## config.mk

```make
export PLATFORM = sky130hd
export DESIGN_NAME = slot_lock_table
export DESIGN_NICKNAME = d
export VERILOG_FILES = /design/src/rtl/slt_pkg.sv /design/src/rtl/slt_cmp.sv /design/src/rtl/slot_lock_table.sv
export SDC_FILE = /design/constraint.sdc
export NUM_CORES = 1
export LEC_CHECK = 0
export ABC_AREA = 1
export BUFFER_PORTS_ARGS = -buffer_cell sky130_fd_sc_hd__clkbuf_2
export CORE_ASPECT_RATIO = 1.1
export CORE_UTILIZATION = 42
export DETAILED_ROUTE_END_ITERATION = 12
export GPL_ROUTABILITY_DRIVEN = 0
export SLEW_MARGIN = 40
export SYNTH_ARGS = -nofsm -noshare
export SYNTH_HDL_FRONTEND = slang
export SYNTH_SLANG_ARGS = --single-unit
```

## constraint.sdc

```tcl
create_clock -name clk_i -period 9.4 [get_ports clk_i]
set_clock_uncertainty 0.05 [all_clocks]
set_input_delay 1.41 -clock clk_i [delete_from_list [all_inputs] [get_ports clk_i]]
set_output_delay 1.41 -clock clk_i [all_outputs]
set_load 0.01 [all_outputs]
```

## src/rtl/slt_pkg.sv

```systemverilog
package slt_pkg;

  // Number of reader slots served; a request for a slot at or above this is refused.
  localparam int NumSlots = 16;

  typedef enum logic [1:0] {
    FnLock    = 2'd0,
    FnCheck   = 2'd1,
    FnUnlock  = 2'd2,
    FnRelease = 2'd3
  } func_e;

  typedef enum logic [1:0] {
    StsOk     = 2'd0,
    StsLocked = 2'd1,
    StsNoLock = 2'd2,
    StsFull   = 2'd3
  } status_e;

  typedef struct packed {
    func_e       func;
    logic [7:0]  owner;
    logic [31:0] uid;
    logic [3:0]  slot;
    logic        excl;
    logic [31:0] handle;
  } req_t;

  typedef struct packed {
    logic [3:0]  slot;
    logic [7:0]  owner;
    logic [31:0] uid;
    logic [31:0] handle;
    logic        excl;
  } entry_t;

  typedef struct packed {
    logic conflict;
    logic unlock_hit;
    logic owner_hit;
  } hit_t;

endpackage

```

## src/rtl/slt_cmp.sv

```systemverilog
module slt_cmp
  import slt_pkg::*;
(
  input  req_t   req_i,
  input  entry_t entry_i,
  input  logic   entry_vld_i,
  output hit_t   hit_o
);

  logic same_slot;
  logic same_owner;

  assign same_slot  = (entry_i.slot == req_i.slot);
  assign same_owner = (entry_i.owner == req_i.owner);

  // Another owner on the same slot blocks unless both sides are shared with one uid.
  assign hit_o.conflict = entry_vld_i && same_slot && !same_owner &&
                          (entry_i.excl || req_i.excl || (entry_i.uid != req_i.uid));
  assign hit_o.unlock_hit = entry_vld_i && same_owner && same_slot &&
                            (entry_i.handle == req_i.handle);
  assign hit_o.owner_hit = entry_vld_i && same_owner;

endmodule

```

## src/rtl/slot_lock_table.sv

```systemverilog
// Shared/exclusive lock table for the slots of a reader. Each transaction on the
// request channel carries an operation (lock, check, unlock one, release all of an
// owner), the owner, its user id, the slot, the lock type and a handle; exactly one
// transaction comes back on the result channel with a status and, for a granted
// lock, the new handle. The table holds MAX_LOCKS entries in a memory with one write
// and one read port; every request scans all of it through one shared compare unit,
// one entry per cycle, and the request side is stalled from acceptance until the
// result is loaded into the output register. A finished result waits in the output
// register while a new request may already be accepted. No clearing pass is needed
// after reset.
module slot_lock_table
  import slt_pkg::*;
#(
  parameter int MAX_LOCKS = 16
) (
  input  logic        clk_i,
  input  logic        rst_ni,
  input  logic        in_valid_i,
  output logic        in_stall_o,
  input  logic [1:0]  func_i,
  input  logic [7:0]  owner_id_i,
  input  logic [31:0] requester_uid_i,
  input  logic [3:0]  slot_number_i,
  input  logic        want_exclusive_i,
  input  logic [31:0] release_handle_i,
  output logic        out_valid_o,
  input  logic        out_stall_i,
  output logic [1:0]  status_o,
  output logic [31:0] granted_handle_o
);

  localparam int IdxW = (MAX_LOCKS > 1) ? $clog2(MAX_LOCKS) : 1;
  localparam int CntW = $clog2(MAX_LOCKS + 1);

  typedef enum logic [2:0] {
    StIdle = 3'b001,
    StScan = 3'b010,
    StDone = 3'b100
  } state_e;

  state_e state_q, state_d;
  req_t   req_q;

  // Entry memory and per-entry valid flops (valid bits reset, memory does not).
  entry_t mem [MAX_LOCKS];
  logic [MAX_LOCKS-1:0] valid_q, valid_d;

  // Scan pipeline: read address counter, then one registered read stage.
  logic [CntW-1:0] rd_cnt_q, rd_cnt_d;
  logic            issue;
  entry_t          rd_data_q;
  logic            rd_vld_q;
  logic            cmp_vld_q;
  logic [IdxW-1:0] cmp_idx_q;
  hit_t            hit;

  // Scan results.
  logic            conflict_q, conflict_d;
  logic            free_found_q, free_found_d;
  logic [IdxW-1:0] free_idx_q, free_idx_d;
  logic            hit_found_q, hit_found_d;
  logic [IdxW-1:0] hit_idx_q, hit_idx_d;

  logic [31:0] next_handle_q, next_handle_d;

  // Output register.
  logic        out_valid_q, out_valid_d;
  status_e     status_q, status_d;
  logic [31:0] handle_q, handle_d;

  logic    in_fire;
  logic    done_go;
  logic    grant;
  logic    slot_bad;
  status_e result_sts;

  assign in_stall_o = (state_q != StIdle);
  assign in_fire    = in_valid_i && !in_stall_o;
  assign issue      = (state_q == StScan) && (rd_cnt_q < CntW'(MAX_LOCKS));
  assign done_go    = (state_q == StDone) && (!out_valid_q || !out_stall_i);

  slt_cmp u_cmp (
    .req_i       (req_q),
    .entry_i     (rd_data_q),
    .entry_vld_i (rd_vld_q && cmp_vld_q),
    .hit_o       (hit)
  );

  // Decide the result once every entry has gone through the compare unit.
  assign slot_bad = (9'(req_q.slot) >= 9'(NumSlots));

  always_comb begin
    result_sts = StsOk;
    grant      = 1'b0;
    unique case (req_q.func)
      FnLock, FnCheck: begin
        priority if (slot_bad) begin
          result_sts = StsNoLock;
        end else if (conflict_q) begin
          result_sts = StsLocked;
        end else if (req_q.func == FnCheck) begin
          result_sts = StsOk;
        end else if (!free_found_q) begin
          result_sts = StsFull;
        end else begin
          result_sts = StsOk;
          grant      = 1'b1;
        end
      end
      FnUnlock: begin
        result_sts = hit_found_q ? StsOk : StsNoLock;
      end
      FnRelease: begin
        result_sts = StsOk;
      end
      default: begin
        result_sts = StsOk;
      end
    endcase
  end

  // Sequencer and scan bookkeeping.
  always_comb begin
    state_d       = state_q;
    rd_cnt_d      = rd_cnt_q;
    conflict_d    = conflict_q;
    free_found_d  = free_found_q;
    free_idx_d    = free_idx_q;
    hit_found_d   = hit_found_q;
    hit_idx_d     = hit_idx_q;
    valid_d       = valid_q;
    next_handle_d = next_handle_q;
    out_valid_d   = out_valid_q && out_stall_i;
    status_d      = status_q;
    handle_d      = handle_q;

    unique case (state_q)
      StIdle: begin
        if (in_fire) begin
          state_d      = StScan;
          rd_cnt_d     = '0;
          conflict_d   = 1'b0;
          free_found_d = 1'b0;
          hit_found_d  = 1'b0;
        end
      end
      StScan: begin
        if (issue) begin
          rd_cnt_d = rd_cnt_q + 1'b1;
        end
        if (cmp_vld_q) begin
          conflict_d = conflict_q || hit.conflict;
          // Take the lowest free entry and the lowest unlock match.
          if (!rd_vld_q && !free_found_q) begin
            free_found_d = 1'b1;
            free_idx_d   = cmp_idx_q;
          end
          if (hit.unlock_hit && !hit_found_q) begin
            hit_found_d = 1'b1;
            hit_idx_d   = cmp_idx_q;
          end
          // Release-all drops entries as the scan passes them.
          if (req_q.func == FnRelease && hit.owner_hit) begin
            valid_d[cmp_idx_q] = 1'b0;
          end
        end
        if (!issue && !cmp_vld_q) begin
          state_d = StDone;
        end
      end
      StDone: begin
        if (done_go) begin
          state_d     = StIdle;
          out_valid_d = 1'b1;
          status_d    = result_sts;
          handle_d    = grant ? next_handle_q : '0;
          if (grant) begin
            valid_d[free_idx_q] = 1'b1;
            next_handle_d       = next_handle_q + 32'd1;
          end
          if (req_q.func == FnUnlock && hit_found_q) begin
            valid_d[hit_idx_q] = 1'b0;
          end
        end
      end
      default: begin
        state_d = StIdle;
      end
    endcase
  end

  always_ff @(posedge clk_i or negedge rst_ni) begin
    if (!rst_ni) begin
      state_q       <= StIdle;
      valid_q       <= '0;
      rd_cnt_q      <= '0;
      cmp_vld_q     <= 1'b0;
      conflict_q    <= 1'b0;
      free_found_q  <= 1'b0;
      hit_found_q   <= 1'b0;
      next_handle_q <= '0;
      out_valid_q   <= 1'b0;
    end else begin
      state_q       <= state_d;
      valid_q       <= valid_d;
      rd_cnt_q      <= rd_cnt_d;
      cmp_vld_q     <= issue;
      conflict_q    <= conflict_d;
      free_found_q  <= free_found_d;
      hit_found_q   <= hit_found_d;
      next_handle_q <= next_handle_d;
      out_valid_q   <= out_valid_d;
    end
  end

  // Payload registers carry no reset.
  always_ff @(posedge clk_i) begin
    if (in_fire) begin
      req_q <= '{func:   func_e'(func_i),
                 owner:  owner_id_i,
                 uid:    requester_uid_i,
                 slot:   slot_number_i,
                 excl:   want_exclusive_i,
                 handle: release_handle_i};
    end
    free_idx_q <= free_idx_d;
    hit_idx_q  <= hit_idx_d;
    status_q   <= status_d;
    handle_q   <= handle_d;
    cmp_idx_q  <= rd_cnt_q[IdxW-1:0];
  end

  // Entry memory: one write port, one registered read port.
  always_ff @(posedge clk_i) begin
    if (done_go && grant) begin
      mem[free_idx_q] <= '{slot:   req_q.slot,
                           owner:  req_q.owner,
                           uid:    req_q.uid,
                           handle: next_handle_q,
                           excl:   req_q.excl};
    end
    if (issue) begin
      rd_data_q <= mem[rd_cnt_q[IdxW-1:0]];
      rd_vld_q  <= valid_q[rd_cnt_q[IdxW-1:0]];
    end
  end

  assign out_valid_o      = out_valid_q;
  assign status_o         = status_q;
  assign granted_handle_o = handle_q;

`ifndef NO_ASSERTIONS
  a_accept_starts_scan: assert property (@(posedge clk_i) disable iff (!rst_ni)
    in_fire |=> (state_q == StScan))
    else $error("accepted request did not start a scan");

  a_compare_only_in_scan: assert property (@(posedge clk_i) disable iff (!rst_ni)
    cmp_vld_q |-> (state_q == StScan))
    else $error("compare stage active outside the scan");

  a_handle_only_on_ok: assert property (@(posedge clk_i) disable iff (!rst_ni)
    (out_valid_o && (status_o != StsOk)) |-> (granted_handle_o == 32'd0))
    else $error("handle returned with a failing status");

  a_counter_moves_on_grant: assert property (@(posedge clk_i) disable iff (!rst_ni)
    (next_handle_q != $past(next_handle_q)) |-> $past(done_go && grant))
    else $error("handle counter moved without a granted lock");

  a_done_loads_result: assert property (@(posedge clk_i) disable iff (!rst_ni)
    done_go |=> (out_valid_q && (state_q == StIdle)))
    else $error("finished request did not load the result register");
`endif

endmodule
```

### Yosys cells after proc, flatten, opt, wreduce, memory -nomap -nowiden

Memories as Yosys holds them, arrays and structs flattened. A register that Yosys moved wholly into a read port is not among the register bits.
Index checks and enable logic that the tools add are counted.

| storage, ports and cells | value |
|---|---|
| memories kept | 1 |
| output and inout bits | 36 |
| input port bits | 83 |
| word-level logic and storage cells | 148 |
| bits in writable memories | 1232 |
| register bits | 187 |

| cells by class | value |
|---|---|
| multiplexer cells | 45 |
| magnitude comparators | 8 |
| reduce and logical (&&, ||, !) cells | 47 |
| add/subtract/negate cells | 2 |
| bitwise operators | 5 |
| equal/unequal tests | 19 |

Memory list:

| name | depth | width | rd ports | clocked after memory_dff | write ports | line | source |
|---|---|---|---|---|---|---|---|
| mem | 16 | 77 | 1 | 1 | 1 | slot_lock_table.sv:45 | `entry_t mem [MAX_LOCKS];` |

Operators by type and width:

| kind | number |
|---|---|
| 2-to-1 mux 16 bit | 7 |
| adder 32 x 1 -> 32 bit (second input constant) | 1 |
| bitwise AND 16 bit | 2 |
| equality test 32 bit | 1 |
| inequality test 32 bit | 1 |
| NOT 16 bit | 2 |
| case mux 16 bit (2 select lines) | 1 |
| logical AND 1 bit | 20 |
| less-than comparator 4 x 5 -> 1 bit (second input constant) | 4 |
| 2-to-1 mux 1 bit | 18 |
| AND reduction 3 bit | 6 |
| bitwise OR 16 bit | 1 |
| demux 1 bit (select 4 bit) | 3 |
| >= comparator 4 x 1 -> 1 bit (second input constant) | 3 |
| AND reduction 4 bit | 3 |
| 2-to-1 mux 5 bit | 2 |
| case mux 5 bit (2 select lines) | 1 |
| zero test 1 bit | 9 |
| 2-to-1 mux 3 bit | 3 |
| case mux 3 bit (3 select lines) | 1 |
| equality test 8 bit | 1 |
| 2-to-1 mux 2 bit | 4 |
| inequality test 2 x 1 -> 1 bit (second input constant) | 4 |
| inequality test 2 bit (second input constant) | 4 |
| 17 further kinds | 24 |

### Longest topological paths before layout

Gate-level depths: netlist (run 1).

| logic depth | value |
|---|---|
| word-level depth | 12 |
| mapped depth | 13 |
| depth with buffers taken out | 13 |

### By module

Synthesis (run 1) repeated with hierarchy kept, for this count alone.

| second synthesis, totals | value |
|---|---|
| cell total of the unflattened synthesis | 4798 |
| area total of the unflattened synthesis | 59749.8 um2 |

Modules (own cells, without submodules):

| module | times used | cells an instance | seq. area each (um2) | area each (um2) |
|---|---|---|---|---|
| slot_lock_table | 1 | 4568 | 44579.0 | 58584.9 |
| slt_cmp | 1 | 230 | 0.0 | 1164.9 |

### Worst setup path before layout (run 1)

No wires, ideal clock.

| timing | value |
|---|---|
| path kind | input -> register |
| start | input port out_stall_i |
| end | memory mem[0][0] in the netlist's numbering, enable pin |
| library setup time | 0.610 ns |
| arrival time | 7.172 ns |
| cell stages on the path | 4 |
| setup slack | 1.569 ns |
| required time | 8.740 ns |
| path buffers | 1 |
| path through | nand2_1 -> nand2_4 -> buf_1 -> nor3_1 |

| between the ends | value |
|---|---|
| longest elaborated chain between the ends | 6 |

RTL lines:

| element | line | source |
|---|---|---|
| start: declaration | slot_lock_table.sv:27 | `input logic out_stall_i,` |
| zero test 1 bit | slot_lock_table.sv:80 | `assign done_go = (state_q == StDone) && (!out_valid_q \|\| !out_stall_i);` |
| logical OR 1 bit | slot_lock_table.sv:80 |  |
| logical AND 1 bit | slot_lock_table.sv:80 |  |
| logical AND 1 bit | slot_lock_table.sv:235 | `if (done_go && grant) begin` |
| 2-to-1 mux 1 bit | slot_lock_table.sv:235 |  |
| 2-to-1 mux 1 bit (implied by the code) | slot_lock_table.sv:236 | `mem[free_idx_q] <= '{slot: req_q.slot,` |
| end: declaration | slot_lock_table.sv:45 |  |

Every way passes these cells.

### Final worst setup path (run 1)

| timing | value |
|---|---|
| start | register rd_cnt_q[0] |
| end | register, netlist name rd_data_q[28] |

| between the ends | value |
|---|---|
| longest elaborated chain between the ends | 2 |

RTL lines:

| element | line | source |
|---|---|---|
| start: declaration | slot_lock_table.sv:49 | `logic [CntW-1:0] rd_cnt_q, rd_cnt_d;` |
| start signal: assignment | slot_lock_table.sv:206 | `rd_cnt_q <= rd_cnt_d;` |
| less-than comparator 5 bit | slot_lock_table.sv:79 | `assign issue = (state_q == StScan) && (rd_cnt_q < CntW'(MAX_LOCKS));` |
| logical AND 1 bit | slot_lock_table.sv:79 |  |

Several ways; a longest one is shown, not always the timed one.
A chain may end at the register's enable or synchronous reset.

==> impl_results.md, run 1 <==
- Status: finished clean
- Drt first pass iters: 5
- Unrepaired setup endpoints after global routing: no
- Die area: 141000 µm²
- Post-CTS Setup Bufs: 0
- Number of cell rows: 143
- Number of warnings reported in the yosys synthesis log: 0
- Worst slew slack as a fraction of its limit: 39.2%
- Initial Utilization: 42.4%
- Async set-or-reset flop fraction in the synthesized netlist: 4.08%
- Hold endpoint: cmp_idx_q[3]$_DFF_P_
- Largest area contributor in the synthesized netlist: sky130_fd_sc_hd__edfxtp_1
- Residual DRC count: 0
- Hold depth: 0
- Die width: 359 µm
- FF+latch area: 44600 µm²
- Routed vias: 36400
- Worst Reg-to-Reg Cells: 8
- Count of state elements after synthesis: 1496
- Top cells by area in the synthesized netlist: sky130_fd_sc_hd__edfxtp_1, sky130_fd_sc_hd__nor2_1, sky130_fd_sc_hd__o21ai_0
- Final Hold Vio Count: 0
- Cells after DPL: 6214
- Maximum level of the CTS H-tree: 4
- Sum of negative setup slack: 0 ps
- Type of the most critical hold path: flop to flop
- Pin count of the biggest net entering global routing: 176
- Final routed wire length divided by cell count: 23.1 µm
- Startpoint of the worst register-to-register path: rd_cnt_q[0]$_DFFE_PN0P_
- Final Net Count: 4641
- Commonest non-fill, non-tap cell in the layout: sky130_fd_sc_hd__edfxtp_1
- Final number of max-transition violations: 0
- Slew at the pin closest to its max-slew limit: 912 ps
- Sort of element at the start of the critical path: flop
- Worst setup path category: flop to flop
- Required time of the critical path: 9980 ps
- Half-perimeter wire length after detailed placement: 79500 µm
- Top cell type's share of synthesized area: 73.2%
- Total length of routed wires: 150000 µm
- Die boundary height: 394 µm
- Resize count post-CTS: 0
- Wire length of the first global-routing pass: 225000 µm
- Total CTS buffers: 151
- Largest fanout on the critical path: 82
- Post-synthesis instance area: 58700 µm²
- Commonest cells after routing, fill and taps aside: sky130_fd_sc_hd__edfxtp_1, sky130_fd_sc_hd__nor2_1, sky130_fd_sc_hd__o21ai_0
- Post-CTS clock slew at the launch and capture registers of the worst setup and hold paths: 60 ps
- Sequential area share after synthesis: 75.9%
- Proportion of layout cells with a drive suffix above 1: 9.73%
- Multi-input gate area: 12500 µm²
- Unique cell type count in the Yosys netlist: 46
- IO buf count: 118
- Final instance count without filler cells: 6490
- Peak supply drop: 0.241 mV
- Number of synthesized flops with an enable pin: 1431
- Max-cap violations: 0
- Total overflow reported by the global router: 0
- Number of global-route vias before repair: 35300
- Number of setup violations in the final report: 0
- Final clock period utilization by the worst path: 43.6%
- Area growth, synth to finish: 12.6%
- Dominant synthesized flop cell: sky130_fd_sc_hd__edfxtp_1
- Clock latency reported for the late side of the worst-skew pair: 780 ps
- Worst flop-to-flop path endpoint: rd_data_q[28]$_DFFE_PP_
- R2R setup slack: 5300 ps
- Startpoint of the tightest hold check path: rd_cnt_q[3]$_DFFE_PN0P_
- Period minus WS final: 4100 ps
- Leak Pwr: 21.4 nW
- CTS Hold Buffers Added: 0
- Remaining antenna violation count: 0
- Starting DRT DRC Count: 3430
- I/O pin count: 119
- Clock Root Buffer: sky130_fd_sc_hd__clkbuf_16
- Highest clock rate: 244 MHz
- Number of clock sinks: 1496
- Count of inserted antenna diode cells: 0
- Post-placement setup slack: 5140 ps
- Post-synthesis net count: 4557
- Pwr Total: 17.9 mW
- GRT Resource Usage Total: 21.2%
- Crit path setup slack, layout: 5300 ps
- Critical path arrival: 4680 ps
- Fin Hold WS: 447 ps
- Fillers: 12100
- Total power divided by cell area: 270 nW/µm²
- Post-Synthesis Cells: 4472
- Average cell area after synthesis: 13.1 µm²
- Via count normalized by instance count: 5.60
- CTS tree: yes
- Setup crit end kind: flop
- Antenna violations before repair: 0
- Buffers from clock root to sink, at most: 3
- Area of the core: 138000 µm²
## final cells by class
type                       instances  share of cell area [%]
sequential                      1496                    67.4
clock inverter                    73                   0.919
timing repair buffer             189                    1.96
tap                             1812                    3.43
multi-input combinational       2540                    18.9
inverter                         178                    1.06
clock buffer                     202                    6.32
## state kept, by name, indices dropped and copies added (netlist names), 2 cells and up
name and flops:
rd_cnt_q 5, req_q 79, status_o 2, hit_idx_q 4, granted_handle_o 32, cmp_idx_q 4
free_idx_q 4, state_q 3, valid_q 16, mem 1232, rd_data_q 77, next_handle_q 32
## power by group
group / internal [mW] / switching (mW) / total [mW] / leakage, nW
registers: 7.88 / 0.519 / 8.39 / 13.0
clock network: 3.35 / 2.51 / 5.86 / 2.34
logic: 1.03 / 2.57 / 3.60 / 6.04
total: 12.2 / 5.60 / 17.9 / 21.4
## stage by stage
step                area (µm²)  util, %
global placement         61200     44.2
detailed placement       61300     44.3
global route             66200     47.8
finish                   66200     47.8
CTS                      66100     47.7
floorplan                58700        -
## synth_stat cells (2+ instances only)
master / n
sky130_fd_sc_hd__a21oi_1: 8
sky130_fd_sc_hd__a31oi_1: 17
sky130_fd_sc_hd__and2_1: 3
sky130_fd_sc_hd__buf_1: 10
sky130_fd_sc_hd__buf_2: 67
sky130_fd_sc_hd__buf_4: 9
sky130_fd_sc_hd__clkbuf_1: 171
sky130_fd_sc_hd__dfrtp_1: 60
sky130_fd_sc_hd__dfxtp_1: 4
sky130_fd_sc_hd__edfxtp_1: 1431
sky130_fd_sc_hd__ha_1: 2
sky130_fd_sc_hd__inv_1: 167
sky130_fd_sc_hd__inv_2: 9
sky130_fd_sc_hd__nand2_1: 397
sky130_fd_sc_hd__nand2_2: 3
sky130_fd_sc_hd__nand3_1: 166
sky130_fd_sc_hd__nand3b_1: 4
sky130_fd_sc_hd__nand4_1: 31
sky130_fd_sc_hd__nor2_1: 785
sky130_fd_sc_hd__nor3_1: 53
sky130_fd_sc_hd__nor4_1: 7
sky130_fd_sc_hd__o211ai_1: 27
sky130_fd_sc_hd__o21ai_0: 517
sky130_fd_sc_hd__o21ai_1: 134
sky130_fd_sc_hd__o221ai_1: 130
sky130_fd_sc_hd__o22ai_1: 183
sky130_fd_sc_hd__o31ai_1: 4
sky130_fd_sc_hd__or2_2: 7
sky130_fd_sc_hd__xnor2_1: 14
sky130_fd_sc_hd__xor2_1: 36
## worst max-delay path by stage
stage | from | end | slack (ps) | cells past startpoint
detailed placement | out_stall_i | mem[8][58]$_DFFE_PP_ | 5140 | 6
finish | rd_cnt_q[0]$_DFFE_PN0P_ | rd_data_q[28]$_DFFE_PP_ | 5300 | 8
CTS | rd_cnt_q[0]$_DFFE_PN0P_ | rd_data_q[28]$_DFFE_PP_ | 5250 | 7
floorplan | out_stall_i | mem[0][0]$_DFFE_PP_ | 1570 | 4
global placement | out_stall_i | mem[8][58]$_DFFE_PP_ | 4960 | 6
global route | rd_cnt_q[0]$_DFFE_PN0P_ | rd_data_q[35]$_DFFE_PP_ | 5000 | 8
## worst max-delay path: stages (launching register included)
cell and delay, ps:
sky130_fd_sc_hd__dfrtp_4 930, sky130_fd_sc_hd__buf_4 720, sky130_fd_sc_hd__buf_4 520, sky130_fd_sc_hd__buf_12 270, sky130_fd_sc_hd__buf_4 660, sky130_fd_sc_hd__o21ai_0 230
sky130_fd_sc_hd__o221ai_1 230, sky130_fd_sc_hd__nand3_1 110, sky130_fd_sc_hd__nand3_1 110
## logic make-up (layout without fill, tap and decap cells)
logic type      after synthesis  count (layout)  synth area share, %
compound gates             1023            1023                 10.1
xor+xnor                     50              50                0.746
fa+ha+maj                     2               2               0.0426
buf+inv                     436             642                 3.00
flops                      1496            1496                 75.9
simple gates               1465            1465                 10.2
## per-layer routing
layer | GRT usage (%) | up-vias | share of wire [%]
met4 | 6.26 | 0 | 2.3
met1 | 29.0 | 18400 | 42
li1 | - | 16600 | -
met2 | 35.0 | 1153 | 49
met5 | 0 | - | 0
met3 | 2.99 | 198 | 5.9
Power figures use the tool's default switching activity.
==> run 2, diff against run 1 <==
- ABC_AREA: 1 -> 0
- clock period: 9.4 -> 4.1 ns (I/O delays scaled with it)
==> run 2 against run 1 <==
  * Via count decreased by 29%
  * Sequential power increased by 120%
  * Clock power rose by 130%
  * Critical path type unchanged
  * Highest routed layer unchanged
==> impl_results.md, run 2 <==
- Share of synthesized cell area in full adder, half adder and majority cells: 0.0444% (+0.0018 points)
- Worst Reg-to-Reg Cells: 4 (-4)
- Setup crit end kind: flop
- Status: finished clean
- Buffer and inverter count on the worst path: 1 (-3)
- Pin count of the biggest net entering global routing: 90 (-49%)
- Via count normalized by instance count: 5.57 (-0.64%)
- Final clock period utilization by the worst path: 74.4% (+31 points)
- Number of synthesized flops with an enable pin: 1431 (unchanged)
- Worst-path cell with the longest stage delay: sky130_fd_sc_hd__nor2_4
- Final Hold Vio Count: 0 (unchanged)
- Post-CTS clock slew at the launch and capture registers of the worst setup and hold paths: 60 ps (about the same)
- Commonest cells after routing, fill and taps aside: sky130_fd_sc_hd__edfxtp_1, sky130_fd_sc_hd__mux4_2, sky130_fd_sc_hd__clkbuf_16
- Unrepaired setup endpoints after global routing: no
- Area growth, synth to finish: 16.6%
- Simple-gate portion of the synthesized area: 2.35% (-7.8 points)
- Total length of routed wires: 128000 µm (-15%)
- CTS tree: yes
- Required time of the critical path: 4490 ps (-5490 ps)
- I/O pin count: 119 (unchanged)
- Post-Synthesis Cells: 2378 (-47%)
- Antenna violations before repair: 3 (+3)
- Die width: 351 µm (-2.0%)
- Share of cell area taken by muxes after synthesis: 15.6% (+16 points)
- Number of setup violations in the final report: 0 (unchanged)
- Clock latency reported for the late side of the worst-skew pair: 770 ps (about the same)
- Number of warnings reported in the yosys synthesis log: 0 (unchanged)
- Unique cell type count in the Yosys netlist: 49 (+6.5%)
- Total overflow reported by the global router: 0 (unchanged)
- Cell with the most instances after synthesis: sky130_fd_sc_hd__edfxtp_1
- Routed vias: 25700 (-29%)
- Combinational family with the most area after synthesis: multiplexers
- Commonest non-fill, non-tap cell in the layout: sky130_fd_sc_hd__edfxtp_1
- Number of clock sinks: 1496 (unchanged)
- Final number of max-transition violations: 0 (unchanged)
- Top cell type's share of synthesized area: 76.2% (+3.1 points)
- Type of the most critical hold path: input pin to flop
- Hold depth: 1 (+1)
- Largest register by flop count: mem
- Die boundary height: 386 µm (-2.0%)
- XOR/XNOR share of the synthesized area: 1.69% (+0.95 points)
- Drt first pass iters: 5 (unchanged)
- Area of the core: 133000 µm² (-4.1%)
- Final instance count without filler cells: 4618 (-29%)
- Flip-flop count of the largest register after layout: 1232 (unchanged)
- Top cells by area in the synthesized netlist: sky130_fd_sc_hd__edfxtp_1, sky130_fd_sc_hd__mux4_2, sky130_fd_sc_hd__dfrtp_1
- Period minus WS final: 3050 ps (-1050 ps)
- Maximum level of the CTS H-tree: 4 (unchanged)
- Largest fanout on the critical path: 34 (-59%)
- Number of global-route vias before repair: 27100 (-23%)
- Dominant synthesized flop cell: sky130_fd_sc_hd__edfxtp_1
- Cells after DPL: 4269 (-31%)
- Wire length of the first global-routing pass: 188000 µm (-17%)
- Final routed wire length divided by cell count: 27.7 µm (+20%)
- Sum of negative setup slack: 0 ps (unchanged)
- Count of state elements after synthesis: 1496 (unchanged)
- Largest registers: mem: 1232 flops, req_q: 79 flops, rd_data_q: 77 flops
- Proportion of layout cells with a drive suffix above 1: 30.0% (+20 points)
- Peak supply drop: 0.332 mV (+38%)
- Total power divided by cell area: 561 nW/µm² (+110%)
- Highest clock rate: 328 MHz (+34%)
- Slew at the pin closest to its max-slew limit: 853 ps (-59.1 ps)
- Leak Pwr: 21.4 nW (+0.25%)
- Synth Area in Compound Gates: 0.428% (-9.7 points)
- Initial Utilization: 42.5% (about the same)
- Sequential area share after synthesis: 79.1% (+3.2 points)
- Worst setup path category: flop to flop
- Residual DRC count: 0 (unchanged)
- Largest area contributor in the synthesized netlist: sky130_fd_sc_hd__edfxtp_1
- Number of cell rows: 140 (-2.1%)
- Max-cap violations: 0 (unchanged)
- GRT Resource Usage Total: 19.3% (-1.9 points)
- IO buf count: 118 (unchanged)
- Category of cells accounting for the largest share of critical-path delay: simple AND/OR/NAND/NOR gates
- Post-synthesis instance area: 56400 µm² (-4.0%)
- Sort of element at the start of the critical path: flop
- Buffers from clock root to sink, at most: 3 (unchanged)
- Critical path's largest stage delay: 700 ps (-230 ps)
- Top post-synthesis cells by count: sky130_fd_sc_hd__edfxtp_1, sky130_fd_sc_hd__mux4_2, sky130_fd_sc_hd__xor2_1
- Critical path arrival: 3440 ps (-1240 ps)
- Clock Root Buffer: sky130_fd_sc_hd__clkbuf_16
- Total CTS buffers: 147 (-2.6%)
- Worst slew slack as a fraction of its limit: 43.2% (+3.9 points)
- Half-perimeter wire length after detailed placement: 73400 µm (-7.7%)
- WP depth: 4 (-4)
- Sequence of cells on the critical path: nor4b_4, nand3b_1, nor2_4, buf_12
- Starting DRT DRC Count: 2487 (-27%)
- Average cell area after synthesis: 23.7 µm² (+80%)
- Async set-or-reset flop fraction in the synthesized netlist: 4.08% (unchanged)
- Die area: 136000 µm² (-4.0%)
- Final Net Count: 2803 (-40%)
- Post-synthesis net count: 2463 (-46%)
- Remaining antenna violation count: 0 (unchanged)
run 2: cell count changes after synthesis, sizes merged, moves of 168 or more:
cell,delta
inv,-168
mux4,+390
nand2,-359
nor2,-733
o21ai,-637
o22ai,-182
run 2: worst reg2reg max path, stage by stage (launching register included):
cell,delay [ps]
sky130_fd_sc_hd__edfxtp_1,500
sky130_fd_sc_hd__nor4b_4,610
sky130_fd_sc_hd__nand3b_1,440
sky130_fd_sc_hd__nor2_4,700
sky130_fd_sc_hd__buf_12,350
run 2: worst paths after layout:
kind                            slack (ps)                   start                            end
worst min register to register         470  valid_q[8]$_DFFE_PN0P_         valid_q[8]$_DFFE_PN0P_
max in group asynchronous             3120                  rst_ni        rd_cnt_q[0]$_DFFE_PN0P_
min in group asynchronous              340                  rst_ni  next_handle_q[21]$_DFFE_PN0P_
worst min-delay path                    30     requester_uid_i[16]            req_q[53]$_DFFE_PP_
worst max register to register        1050     req_q[77]$_DFFE_PP_           mem[5][23]$_DFFE_PP_
worst max-delay path                  1050     req_q[77]$_DFFE_PP_           mem[5][23]$_DFFE_PP_
run 2: what timing repair did:
| action | CTS | global route |
|---|---|---|
| hold buffers | 74 | 0 |
| buffers inserted | 0 | 0 |
| gates resized for setup | 0 | 0 |
| hold endpoints to repair | 133 | 0 |
run 2: metrics by stage:
step / instance area [µm²] / total power, mW / util [%] / hold WS [ps] / setup slack (ps)
floorplan: 56400 / 21.9 / - / 269 / -1140
global placement: 60100 / 23.7 / 45.3 / 460 / 1030
detailed placement: 60100 / 23.7 / 45.3 / 464 / 902
CTS: 65700 / 37.3 / 49.5 / 4.64 / 1020
global route: 65700 / 38.1 / 49.5 / 12.2 / 959
finish: 65700 / 36.9 / 49.5 / 33.9 / 1050
run 2: metal layers:
metal,GRT usage (%),vias up,routed length [µm]
li1,-,10700,-
met1,26.3,14000,53000
met2,32.2,784,65200
met3,3.40,145,7340
met4,4.75,0,2210
met5,0,-,0
run 2: kinds of logic after synthesis:
kind of cell / count (synthesis)
flip-flops: 1496
multiplexers: 391
AND/OR/NAND/NOR: 234
XOR/XNOR: 109
buffers and inverters: 103
AO/OA/AOI/OAI: 43
adder cells (fa/ha/maj): 2
run 2: layout make-up:
cell class,count,area (µm²)
fill,10600,67100
sequential,1496,44600
multi-input combinational,779,11500
clock buffer,177,3870
timing repair buffer,286,2530
tap,1775,2220
clock inverter,96,960
inverter,8,35.0
antenna,1,2.50
run 2: power breakdown:
group,total [mW],internal (mW),switching [mW]
Sequential,18.2,17.5,0.721
Combinational,5.15,2.57,2.58
Clock,13.5,7.80,5.74
Total,36.9,27.9,9.04
